$ cat src/design/efp_pkg.sv
`timescale 1ns / 1ps
`default_nettype none

package efp_pkg;

  // Fixed field widths and frame constants.
  localparam int MAC_W           = 48;
  localparam int TYPE_W          = 16;
  localparam int PAYLOAD_W       = 11;
  localparam int FCS_W           = 32;
  localparam int MIN_FRAME_BYTES = 18;
  localparam logic [31:0] CRC_POLY = 32'hEDB8_8320;
  localparam logic [31:0] CRC_INIT = 32'hFFFF_FFFF;

  // Frame status codes.
  typedef enum logic [1:0] {
    ST_OK       = 2'd0,
    ST_SHORT    = 2'd1,
    ST_MISMATCH = 2'd2,
    ST_LONG     = 2'd3
  } status_t;

  // Frame contents as seen with the current byte included.
  typedef struct packed {
    logic [MAC_W-1:0]     dest;
    logic [MAC_W-1:0]     source;
    logic [TYPE_W-1:0]    ether_type;
    logic [PAYLOAD_W-1:0] plen;
    logic [FCS_W-1:0]     fcs;
    logic [31:0]          crc;
    logic                 too_short;
    logic                 too_long;
  } frame_view_t;

  // One result item.
  typedef struct packed {
    logic [MAC_W-1:0]     dest;
    logic [MAC_W-1:0]     source;
    logic [TYPE_W-1:0]    ether_type;
    logic [PAYLOAD_W-1:0] plen;
    logic [FCS_W-1:0]     fcs;
    status_t              status;
  } result_t;

  // Reflected CRC-32 update over one byte, least significant bit first.
  function automatic logic [31:0] crc32_byte(input logic [31:0] c, input logic [7:0] b);
    logic [31:0] r;
    r = c ^ {24'h0, b};
    for (int k = 0; k < 8; k++) begin
      r = r[0] ? ((r >> 1) ^ CRC_POLY) : (r >> 1);
    end
    return r;
  endfunction

endpackage

`default_nettype wire

$ cat src/design/ethernet_frame_parser_fcs_check.sv
// Each result is registered, into the skid stage if the output register is held.
// Throughput: one byte per cycle while in_stall is low; the byte-wide CRC update and header capture keep up.
// The output register and a one-entry skid stage absorb two results; in_stall rises
// only when both are held by out_stall.
// Reset (rst, synchronous): clears frame state, sets the FCS check on, empties output.
`timescale 1ns / 1ps
`default_nettype none

module ethernet_frame_parser_fcs_check
  import efp_pkg::*;
#(
  parameter int MAX_FRAME_BYTES = 2048
) (
  input  wire logic                 clk,
  input  wire logic                 rst,
  input  wire logic                 in_valid,
  output logic                      in_stall,
  input  wire logic [7:0]           data_byte,
  input  wire logic                 frame_end,
  output logic                      out_valid,
  input  wire logic                 out_stall,
  output logic [MAC_W-1:0]          dest_mac,
  output logic [MAC_W-1:0]          source_mac,
  output logic [TYPE_W-1:0]         ether_type,
  output logic [PAYLOAD_W-1:0]      payload_length,
  output logic [FCS_W-1:0]          received_fcs,
  output logic [1:0]                status,
  input  wire logic                 cfg_write,
  input  wire logic                 cfg_data
);

  logic        accept;
  logic        buf_full;
  logic        fcs_check_enable;
  frame_view_t view;
  result_t     result;
  result_t     out_data;

  assign in_stall = buf_full;
  assign accept   = in_valid && !in_stall;

  // Configuration register.
  always_ff @(posedge clk) begin
    if (rst) begin
      fcs_check_enable <= 1'b1;
    end else if (cfg_write) begin
      fcs_check_enable <= cfg_data;
    end
  end

  efp_frame #(
    .MAX_FRAME_BYTES(MAX_FRAME_BYTES)
  ) u_frame (
    .clk      (clk),
    .rst      (rst),
    .accept   (accept),
    .data_byte(data_byte),
    .frame_end(frame_end),
    .view     (view)
  );

  efp_result u_result (
    .view        (view),
    .check_enable(fcs_check_enable),
    .result      (result)
  );

  efp_out_buf u_out_buf (
    .clk      (clk),
    .rst      (rst),
    .res_valid(accept && frame_end),
    .res      (result),
    .full     (buf_full),
    .out_valid(out_valid),
    .out_stall(out_stall),
    .out_data (out_data)
  );

  // Result fields.
  assign dest_mac       = out_data.dest;
  assign source_mac     = out_data.source;
  assign ether_type     = out_data.ether_type;
  assign payload_length = out_data.plen;
  assign received_fcs   = out_data.fcs;
  assign status         = out_data.status;

endmodule

`default_nettype wire

$ cat src/design/efp_frame.sv
`timescale 1ns / 1ps
`default_nettype none

module efp_frame
  import efp_pkg::*;
#(
  parameter int MAX_FRAME_BYTES = 2048
) (
  input  wire logic        clk,
  input  wire logic        rst,
  input  wire logic        accept,
  input  wire logic [7:0]  data_byte,
  input  wire logic        frame_end,
  output frame_view_t      view
);

  localparam int CNT_W = $clog2(MAX_FRAME_BYTES + 2);
  localparam int LEN_W = (CNT_W > PAYLOAD_W) ? CNT_W : PAYLOAD_W;
  localparam logic [CNT_W-1:0] CNT_MAX = CNT_W'(MAX_FRAME_BYTES);
  localparam logic [CNT_W-1:0] CNT_MIN = CNT_W'(MIN_FRAME_BYTES);

  logic [CNT_W-1:0]  byte_count;
  logic [CNT_W-1:0]  byte_count_next;
  logic [31:0]       crc;
  logic [31:0]       crc_next;
  logic [7:0]        footer [4];
  logic [MAC_W-1:0]  dest;
  logic [MAC_W-1:0]  dest_next;
  logic [MAC_W-1:0]  source;
  logic [MAC_W-1:0]  source_next;
  logic [TYPE_W-1:0] ether_type;
  logic [TYPE_W-1:0] ether_type_next;
  logic [LEN_W-1:0]  len_diff;

  // Header capture by byte position.
  always_comb begin
    dest_next       = dest;
    source_next     = source;
    ether_type_next = ether_type;
    if (byte_count < CNT_W'(6)) begin
      dest_next = {dest[MAC_W-9:0], data_byte};
    end else if (byte_count < CNT_W'(12)) begin
      source_next = {source[MAC_W-9:0], data_byte};
    end else if (byte_count < CNT_W'(14)) begin
      ether_type_next = {ether_type[TYPE_W-9:0], data_byte};
    end
  end

  // The CRC takes the byte leaving the footer delay line.
  always_comb begin
    crc_next = crc;
    if (byte_count >= CNT_W'(4) && byte_count <= CNT_MAX) begin
      crc_next = crc32_byte(crc, footer[0]);
    end
  end

  // Byte counter saturates one past the maximum frame size.
  assign byte_count_next = (byte_count <= CNT_MAX) ? byte_count + CNT_W'(1) : byte_count;

  assign len_diff = LEN_W'(byte_count_next) - LEN_W'(CNT_MIN);

  // View of the frame with this byte included.
  always_comb begin
    view.dest       = dest_next;
    view.source     = source_next;
    view.ether_type = ether_type_next;
    view.plen       = len_diff[PAYLOAD_W-1:0];
    view.fcs        = {footer[1], footer[2], footer[3], data_byte};
    view.crc        = ~crc_next;
    view.too_short  = byte_count_next < CNT_MIN;
    view.too_long   = byte_count_next > CNT_MAX;
  end

  // Frame state; the final byte returns everything to its start values.
  always_ff @(posedge clk) begin
    if (rst) begin
      byte_count <= '0;
      crc        <= CRC_INIT;
      footer[0]  <= '0;
      footer[1]  <= '0;
      footer[2]  <= '0;
      footer[3]  <= '0;
      dest       <= '0;
      source     <= '0;
      ether_type <= '0;
    end else if (accept) begin
      if (frame_end) begin
        byte_count <= '0;
        crc        <= CRC_INIT;
        footer[0]  <= '0;
        footer[1]  <= '0;
        footer[2]  <= '0;
        footer[3]  <= '0;
        dest       <= '0;
        source     <= '0;
        ether_type <= '0;
      end else begin
        byte_count <= byte_count_next;
        crc        <= crc_next;
        footer[0]  <= footer[1];
        footer[1]  <= footer[2];
        footer[2]  <= footer[3];
        footer[3]  <= data_byte;
        dest       <= dest_next;
        source     <= source_next;
        ether_type <= ether_type_next;
      end
    end
  end

endmodule

`default_nettype wire

$ cat src/design/efp_result.sv
`timescale 1ns / 1ps
`default_nettype none

module efp_result
  import efp_pkg::*;
(
  input  wire frame_view_t view,
  input  wire logic        check_enable,
  output result_t          result
);

  // Status and length selection for a finished frame.
  always_comb begin
    result.dest       = view.dest;
    result.source     = view.source;
    result.ether_type = view.ether_type;
    result.plen       = '0;
    result.fcs        = view.fcs;
    result.status     = ST_OK;
    if (view.too_long) begin
      result.status = ST_LONG;
    end else if (view.too_short) begin
      result.status = ST_SHORT;
      result.fcs    = '0;
    end else begin
      result.plen = view.plen;
      if (check_enable && (view.fcs != view.crc)) begin
        result.status = ST_MISMATCH;
      end
    end
  end

endmodule

`default_nettype wire

$ cat src/design/efp_out_buf.sv
`timescale 1ns / 1ps
`default_nettype none

module efp_out_buf
  import efp_pkg::*;
(
  input  wire logic    clk,
  input  wire logic    rst,
  input  wire logic    res_valid,
  input  wire result_t res,
  output logic         full,
  output logic         out_valid,
  input  wire logic    out_stall,
  output result_t      out_data
);

  logic    skid_valid;
  result_t skid_data;

  assign full = skid_valid;

  // Control: the skid entry fills only when the output register is held.
  always_ff @(posedge clk) begin
    if (rst) begin
      out_valid  <= 1'b0;
      skid_valid <= 1'b0;
    end else if (skid_valid) begin
      if (!out_stall) begin
        skid_valid <= 1'b0;
      end
    end else if (res_valid) begin
      if (out_valid && out_stall) begin
        skid_valid <= 1'b1;
      end else begin
        out_valid <= 1'b1;
      end
    end else if (!out_stall) begin
      out_valid <= 1'b0;
    end
  end

  // Payload registers follow the same decisions.
  always_ff @(posedge clk) begin
    if (skid_valid) begin
      if (!out_stall) begin
        out_data <= skid_data;
      end
    end else if (res_valid) begin
      if (out_valid && out_stall) begin
        skid_data <= res;
      end else begin
        out_data <= res;
      end
    end
  end

endmodule

`default_nettype wire

$ cat config.mk
export PLATFORM = sky130hd
export DESIGN_NAME = ethernet_frame_parser_fcs_check
export DESIGN_NICKNAME = d
export VERILOG_FILES = /design/src/design/efp_pkg.sv /design/src/design/ethernet_frame_parser_fcs_check.sv /design/src/design/efp_frame.sv /design/src/design/efp_result.sv /design/src/design/efp_out_buf.sv
export SDC_FILE = /design/constraint.sdc
export NUM_CORES = 1
export LEC_CHECK = 0
export BUFFER_PORTS_ARGS = -buffer_cell sky130_fd_sc_hd__clkbuf_2
export CAP_MARGIN = 20
export CORE_MARGIN = 2
export CORE_UTILIZATION = 30
export DETAILED_ROUTE_END_ITERATION = 7
export GPL_TIMING_DRIVEN = 0
export PLACE_DENSITY = 0.43
export SYNTH_ARGS = -nofsm -noshare
export SYNTH_HDL_FRONTEND = slang
export SYNTH_HIERARCHICAL = 1
export SYNTH_SLANG_ARGS = --single-unit
export TNS_END_PERCENT = 30
$ cat constraint.sdc
create_clock -name clk -period 7.25 [get_ports clk]
set_input_delay 2.175 -clock clk [delete_from_list [all_inputs] [get_ports clk]]
set_output_delay 2.175 -clock clk [all_outputs]
set_load 0.05 [all_outputs]
# ---- After elaboration in Yosys (flattened, before gate mapping)
# Memories as Yosys holds them, arrays and structs flattened.
# Index checks and enable logic that the tools add are counted.
dict set report word_totals {
  output_inout_bits 159
  ramBits 32
  mem_count 1
  wordCells 120
  inputBits 15
  ff_bits 473
}
dict set report classes {
  reduce_logical 10
  n_eq_ne 5
  muxes 56
  n_bitwise 19
  n_lt_le_gt_ge 7
  addsub 2
}
# name words word_bits read_ports rd_clocked_by_memory_dff write_ports line_no
set memory_table {}
lappend memory_table {u_frame.footer 4 8 4 0 4 efp_frame.sv:26} ;# logic [7:0] footer [4];
# cell count
set op_table {}
lappend op_table {{2-to-1 mux 157 bit} 4}
lappend op_table {{2-to-1 mux 32 bit} 11}
lappend op_table {{2-to-1 mux 48 bit} 5}
lappend op_table {{NOT 13 -> 14 bit} 8}
lappend op_table {{2-to-1 mux 16 bit} 4}
lappend op_table {{2-to-1 mux 8 bit} 8}
lappend op_table {{2-to-1 mux 43 bit} 1}
lappend op_table {{!= test 32 bit} 1}
lappend op_table {{NOT 32 bit} 1}
lappend op_table {{bitwise XOR 32 x 8 -> 32 bit} 1}
lappend op_table {{< comparator 12 x 4 -> 1 bit (second input constant)} 2}
lappend op_table {{2-to-1 mux 12 bit} 2}
lappend op_table {{2-to-1 mux 1 bit} 17}
lappend op_table {{adder 12 x 1 -> 12 bit (second input constant)} 1}
lappend op_table {{greater-or-equal comparator 12 x 3 -> 1 bit (second input constant)} 1}
lappend op_table {{greater-than comparator 12 bit (second input constant)} 1}
lappend op_table {{less-or-equal comparator 12 bit (second input constant)} 1}
lappend op_table {{< comparator 12 x 3 -> 1 bit (second input constant)} 1}
lappend op_table {{< comparator 12 x 5 -> 1 bit (second input constant)} 1}
lappend op_table {{2-to-1 mux 11 bit} 1}
lappend op_table {{subtractor 11 x 5 -> 11 bit (second input constant)} 1}
lappend op_table {{AND reduction 3 bit} 3}
lappend op_table {{OR 1 bit} 8}
lappend op_table {{2-to-1 mux 2 bit} 3}
lappend op_table {{other kinds (6)} 12}

# ---- Logic depth before layout (Yosys ltp)
dict set report depth {
  depth_word 27
  mapped_depth 15
  depth_no_buf 12
}

# ---- By module
# Netlist, hierarchy kept.
# mod seq_area_each_um2 cells_per_inst n_inst area_each_um2
set modules_own_cells {}
lappend modules_own_cells {efp_out_buf 9469.1 499 1 11678.7}
lappend modules_own_cells {efp_frame 4003.8 852 1 9227.6}
lappend modules_own_cells {efp_result 0.0 207 1 1498.9}
lappend modules_own_cells {ethernet_frame_parser_fcs_check 20.0 5 1 50.0}

# ---- Least setup slack after synthesis
# OpenSTA, ideal clock, no wires.
dict set report synth_timing {
  kind {input-to-reg}
  from {in in_valid}
  to {reg u_out_buf/skid_data[0] (netlist bit), enable pin}
  setup_ns 0.538
  arrival_time_ns 6.261
  path_slack_ns 0.452
  n_path_buf 0
  cell_stages 3
  required_time_ns 6.712
  cell_sequence {nor2b_2 and2_1 and4b_1}
}
dict set report synth_via {
  elab_chain_len 3
}
# item line_no
set synth_lines {}
lappend synth_lines {{from (decl)} ethernet_frame_parser_fcs_check.sv:16} ;# input wire logic in_valid,
lappend synth_lines {{logical AND 1 bit} ethernet_frame_parser_fcs_check.sv:40} ;# assign accept = in_valid && !in_stall;
lappend synth_lines {{logical AND 1 bit} ethernet_frame_parser_fcs_check.sv:71} ;# .res_valid(accept && frame_end),
lappend synth_lines {{AND reduction 3 bit (no source line)} n/a}
lappend synth_lines {{to (signal assigned)} efp_out_buf.sv:50} ;# skid_data <= res;
lappend synth_lines {{to (decl)} efp_out_buf.sv:18} ;# result_t skid_data;
# Every way passes these cells.
# A chain may end at the register's enable or synchronous reset.

# ---- Final worst setup path
dict set report layout_timing {
  from {in in_valid}
  to {reg u_frame.source[39]}
}
dict set report layout_via {
  elab_chain_len 1
}
# item line_no
set layout_lines {}
lappend layout_lines {{logical AND 1 bit} ethernet_frame_parser_fcs_check.sv:40}
lappend layout_lines {{net accept} ethernet_frame_parser_fcs_check.sv:32} ;# logic accept;
lappend layout_lines {{to (signal assigned)} efp_frame.sv:105} ;# source <= source_next;
lappend layout_lines {{to (decl)} efp_frame.sv:29} ;# logic [MAC_W-1:0] source;
# The timed path passes the listed nets, and every way through them passes these cells.

==> summary.md <==
Power and ir drop
* power consumption: 0.00649 W
* cell area power density: 244 mW/mm^2
* Clock Power Share: 0.450
* portion of total power attributed to sequential cells: 0.485
* switching share of power: 0.238
* switching power: 0.00154 W
* VDD IR-drop max: 0.000172 V
* Static Leak: 10.4 nW
* combinational group share of total power: 0.065
* internal power: 0.00494 W

Status
* result of the run: finished clean

Worst setup path
* CP required: 7.80 ns
* arrival time of the worst setup path: 5.13 ns
* max incr delay on CP: 0.48 ns
* classification of the worst setup path: input pin to flop
* critical path's most frequent cell: sky130_fd_sc_hd__clkbuf_1
* critical path buffer and inverter count: 4
* critical path's top delay family: buffers and inverters
* critical path fanouts, max: 10
* Setup crit start kind: input pin
* Critical Path End Type: flop
* cell chain of the critical path: clkbuf_2 > nor2b_2 > nor2b_1 > clkbuf_1 > nand2b_1 > o21ai_1 > clkbuf_1 > clkbuf_1 > a22o_1
* worst-path cell with the longest stage delay: sky130_fd_sc_hd__o21ai_1

STA
* final number of max-transition violations: 0
* total negative slack: 0 ns
* final setup violating endpoints: 0
* worst hold slack: 0.471 ns
* period utilization: 0.631
* final critical delay including setup and external delays: 4.58 ns
* worst slew margin relative to its limit: 0.342
* Worst Tran Pin Value: 0.980 ns
* Hold Violations, Final: 0
* unrepaired setup endpoints after global routing: no
* maximum clock rate: 218 MHz
* worst setup skew after layout: 0.0155 ns

GRT
* maximum number of pins on one net before global-route repair: 60
* overall routing resource usage: 0.146
* number of antenna violations at the first check in global routing: 7
* total congestion overflow after global routing: 0
* global-route wire length before repair: 86,000 microns
* vias in the first global route: 13,500

Job
* max capacitance violation total: 0

Clock tree
* number of hold buffers added after CTS: 0
* TritonCTS clock tree: yes
* clock sink total: 505
* number of gates resized after CTS: 0
* number of buffers on the longest clock path: 3
* root buffer cell: sky130_fd_sc_hd__clkbuf_16
* TritonCTS Buffers: 57
* post-CTS clock slew at the launch and capture registers of the worst setup and hold paths: 0.06 ns
* number of buffers inserted to repair setup after CTS: 0
* later-pin clock latency in the skew report: 0.62 ns
* CTS H-Tree Depth: 2

Logic synthesis
* cell area after synthesis: 0.0225 sq mm
* mean area per synthesized cell: 14.4 sq um
* most used standard cell by instance count after synthesis: sky130_fd_sc_hd__edfxtp_1
* register bit total from synthesis: 505
* most used standard cells in the synthesized netlist: sky130_fd_sc_hd__edfxtp_1, sky130_fd_sc_hd__mux2_2, sky130_fd_sc_hd__dfxtp_1, sky130_fd_sc_hd__buf_4, sky130_fd_sc_hd__a22o_1
* top post-synthesis cells by area: sky130_fd_sc_hd__edfxtp_1, sky130_fd_sc_hd__dfxtp_1, sky130_fd_sc_hd__mux2_2
* register area share after synthesis: 0.601
* count of flip-flops with a built-in enable after synthesis: 338
* cells after synthesis: 1,563
* count of different cell masters after synthesis: 65
* most used flip-flop cell after synthesis: sky130_fd_sc_hd__edfxtp_1
* Syn Nets: 1,581
* cell type contributing the most total cell area after synthesis: sky130_fd_sc_hd__edfxtp_1
* Warnings, synthesis: 6
* share of synthesized registers carrying an async set or reset: 0
* area share of the leading cell type in the synthesized netlist: 0.452

Detailed routing
* number of iterations in the first detailed-routing pass: 5
* routed wire length: 56,700 microns
* DRC viols: 0
* detailed-route vias per instance: 4.59
* violation count after the first detailed-route iteration: 811
* number of nets with antenna violations after detailed routing: 0
* vias post-DR: 12,900
* wire per inst: 20.1 microns

Placed design
* HPWL after DPL: 39,400 microns
* routability cong.: 0.813
* IO Port Bufs: 173

Floorplan
* Core Box Area: 0.0743 sq mm
* starting utilization of the core area: 0.302
* number of cell rows: 100
* number of top-level design ports: 174
* height of the die: 278 microns
* Total Die Area: 0.0771 sq mm
* die width: 278 microns

Cells and area
* Final nets: 1,819
* fraction of the core area covered by cells at the end of the flow: 0.358
* share of cells above drive strength 1: 0.390
* area growth from synthesis to layout: 18.4%

Min path
* class of the tightest hold or removal check: flop to flop

[worst register-to-register path: cells and delay by family, from the launching register on]
family	cells	cell delay, ns
xor+xnor	1	0.21
compound gates	1	0.27
mux	3	1.06
flops	1	0.30
buf+inv	3	0.73
simple gates	5	1.44
[cell families (layout without fill, tap and decap cells)]
| kind of cell | Yosys count | in the layout | share of synthesized area |
|---|---|---|---|
| AO/OA/AOI/OAI | 212 | 212 | 0.0734 |
| XOR/XNOR | 115 | 115 | 0.0480 |
| adder cells (fa/ha/maj) | 3 | 3 | 0.00167 |
| buffers and inverters | 219 | 506 | 0.0620 |
| flip-flops | 505 | 505 | 0.601 |
| multiplexers | 300 | 300 | 0.160 |
| other | 0 | 1 | 0 |
| AND/OR/NAND/NOR | 209 | 209 | 0.0543 |
[cell usage in the layout, fill, tap and decap left out, drive strengths merged, types with 4 or more instances in the layout]
cell	n
a211oi	5
a21oi	29
a22o	115
a2bb2oi	4
and2	70
buf	171
clkbuf	300
clkinv	18
dfxtp	167
edfxtp	338
inv	11
mux2	271
mux2i	29
nand2	27
nand2b	6
nand3	6
nand4	15
nor2	36
nor2b	15
nor3	4
nor3b	4
nor4	10
o21a	7
o21ai	20
o22a	14
xnor2	95
xor2	20
[worst paths after layout]
check	from	end	slack, ns	cells after the start
setup / recovery	in_valid	u_frame/source[39]$_SDFFE_PP0P_	2.67	9
hold reg to reg	u_frame/dest[42]$_SDFFE_PP0P_	u_frame/dest[42]$_SDFFE_PP0P_	0.47	1
hold / removal	u_frame/dest[42]$_SDFFE_PP0P_	u_frame/dest[42]$_SDFFE_PP0P_	0.47	1
setup reg to reg	u_frame/byte_count[9]$_SDFFE_PP0P_	u_out_buf/out_data[1]$_DFFE_PP_	2.99	13
[through the flow]
step | cells | setup slack (ns) | area (sq um)
6_report | 2820 | 2.67 | 26600
5_1_grt | 2819 | 2.42 | 26600
4_1_cts | 2819 | 2.67 | 26600
3_5_place_dp | 2711 | 2.01 | 24700
3_3_place_gp | 2705 | -2.18 | 24500
2_1_floorplan | 1563 | 0.452 | 22500
[power by group through the flow]
stage          Combinational, W  Sequential [W]  Clock (W)
6_report               0.000421         0.00315    0.00292
3_5_place_dp           0.000426         0.00321          0
2_1_floorplan          0.000179         0.00333          0
4_1_cts                0.000428         0.00315    0.00302
5_1_grt                0.000450         0.00315    0.00314
3_3_place_gp           0.000419         0.00323          0
[final cells by class]
cell class | count | area (sq um)
Fill cell | 7237 | 47700
Sequential cell | 505 | 13500
Multi-Input combinational cell | 839 | 7580
Clock buffer | 83 | 1680
Buffer | 209 | 1360
Tap cell | 969 | 1210
Timing Repair Buffer | 179 | 996
Clock inverter | 25 | 225
Inverter | 10 | 37.5
Antenna cell | 1 | 2.50
[per-layer routing]
metal,up-vias,GRT usage,wire (microns)
met5,-,0,59
li1,6179,-,-
met1,6420,0.207,27400
met2,248,0.225,25200
met3,85,0.0327,2850
met4,10,0.0362,1170
[registers in the layout (all words and copies together) (netlist names)]
name and cells:
u_out_buf/full 1, u_out_buf/skid_data 157, u_out_buf/out_valid 1, u_frame/crc 32
u_frame/ether_type 16, u_frame/dest 48, u_out_buf/out_data 157, u_frame/footer 32
fcs_check_enable 1, u_frame/source 48, u_frame/byte_count 12
Note: power is estimated with default switching activity, not from simulation.
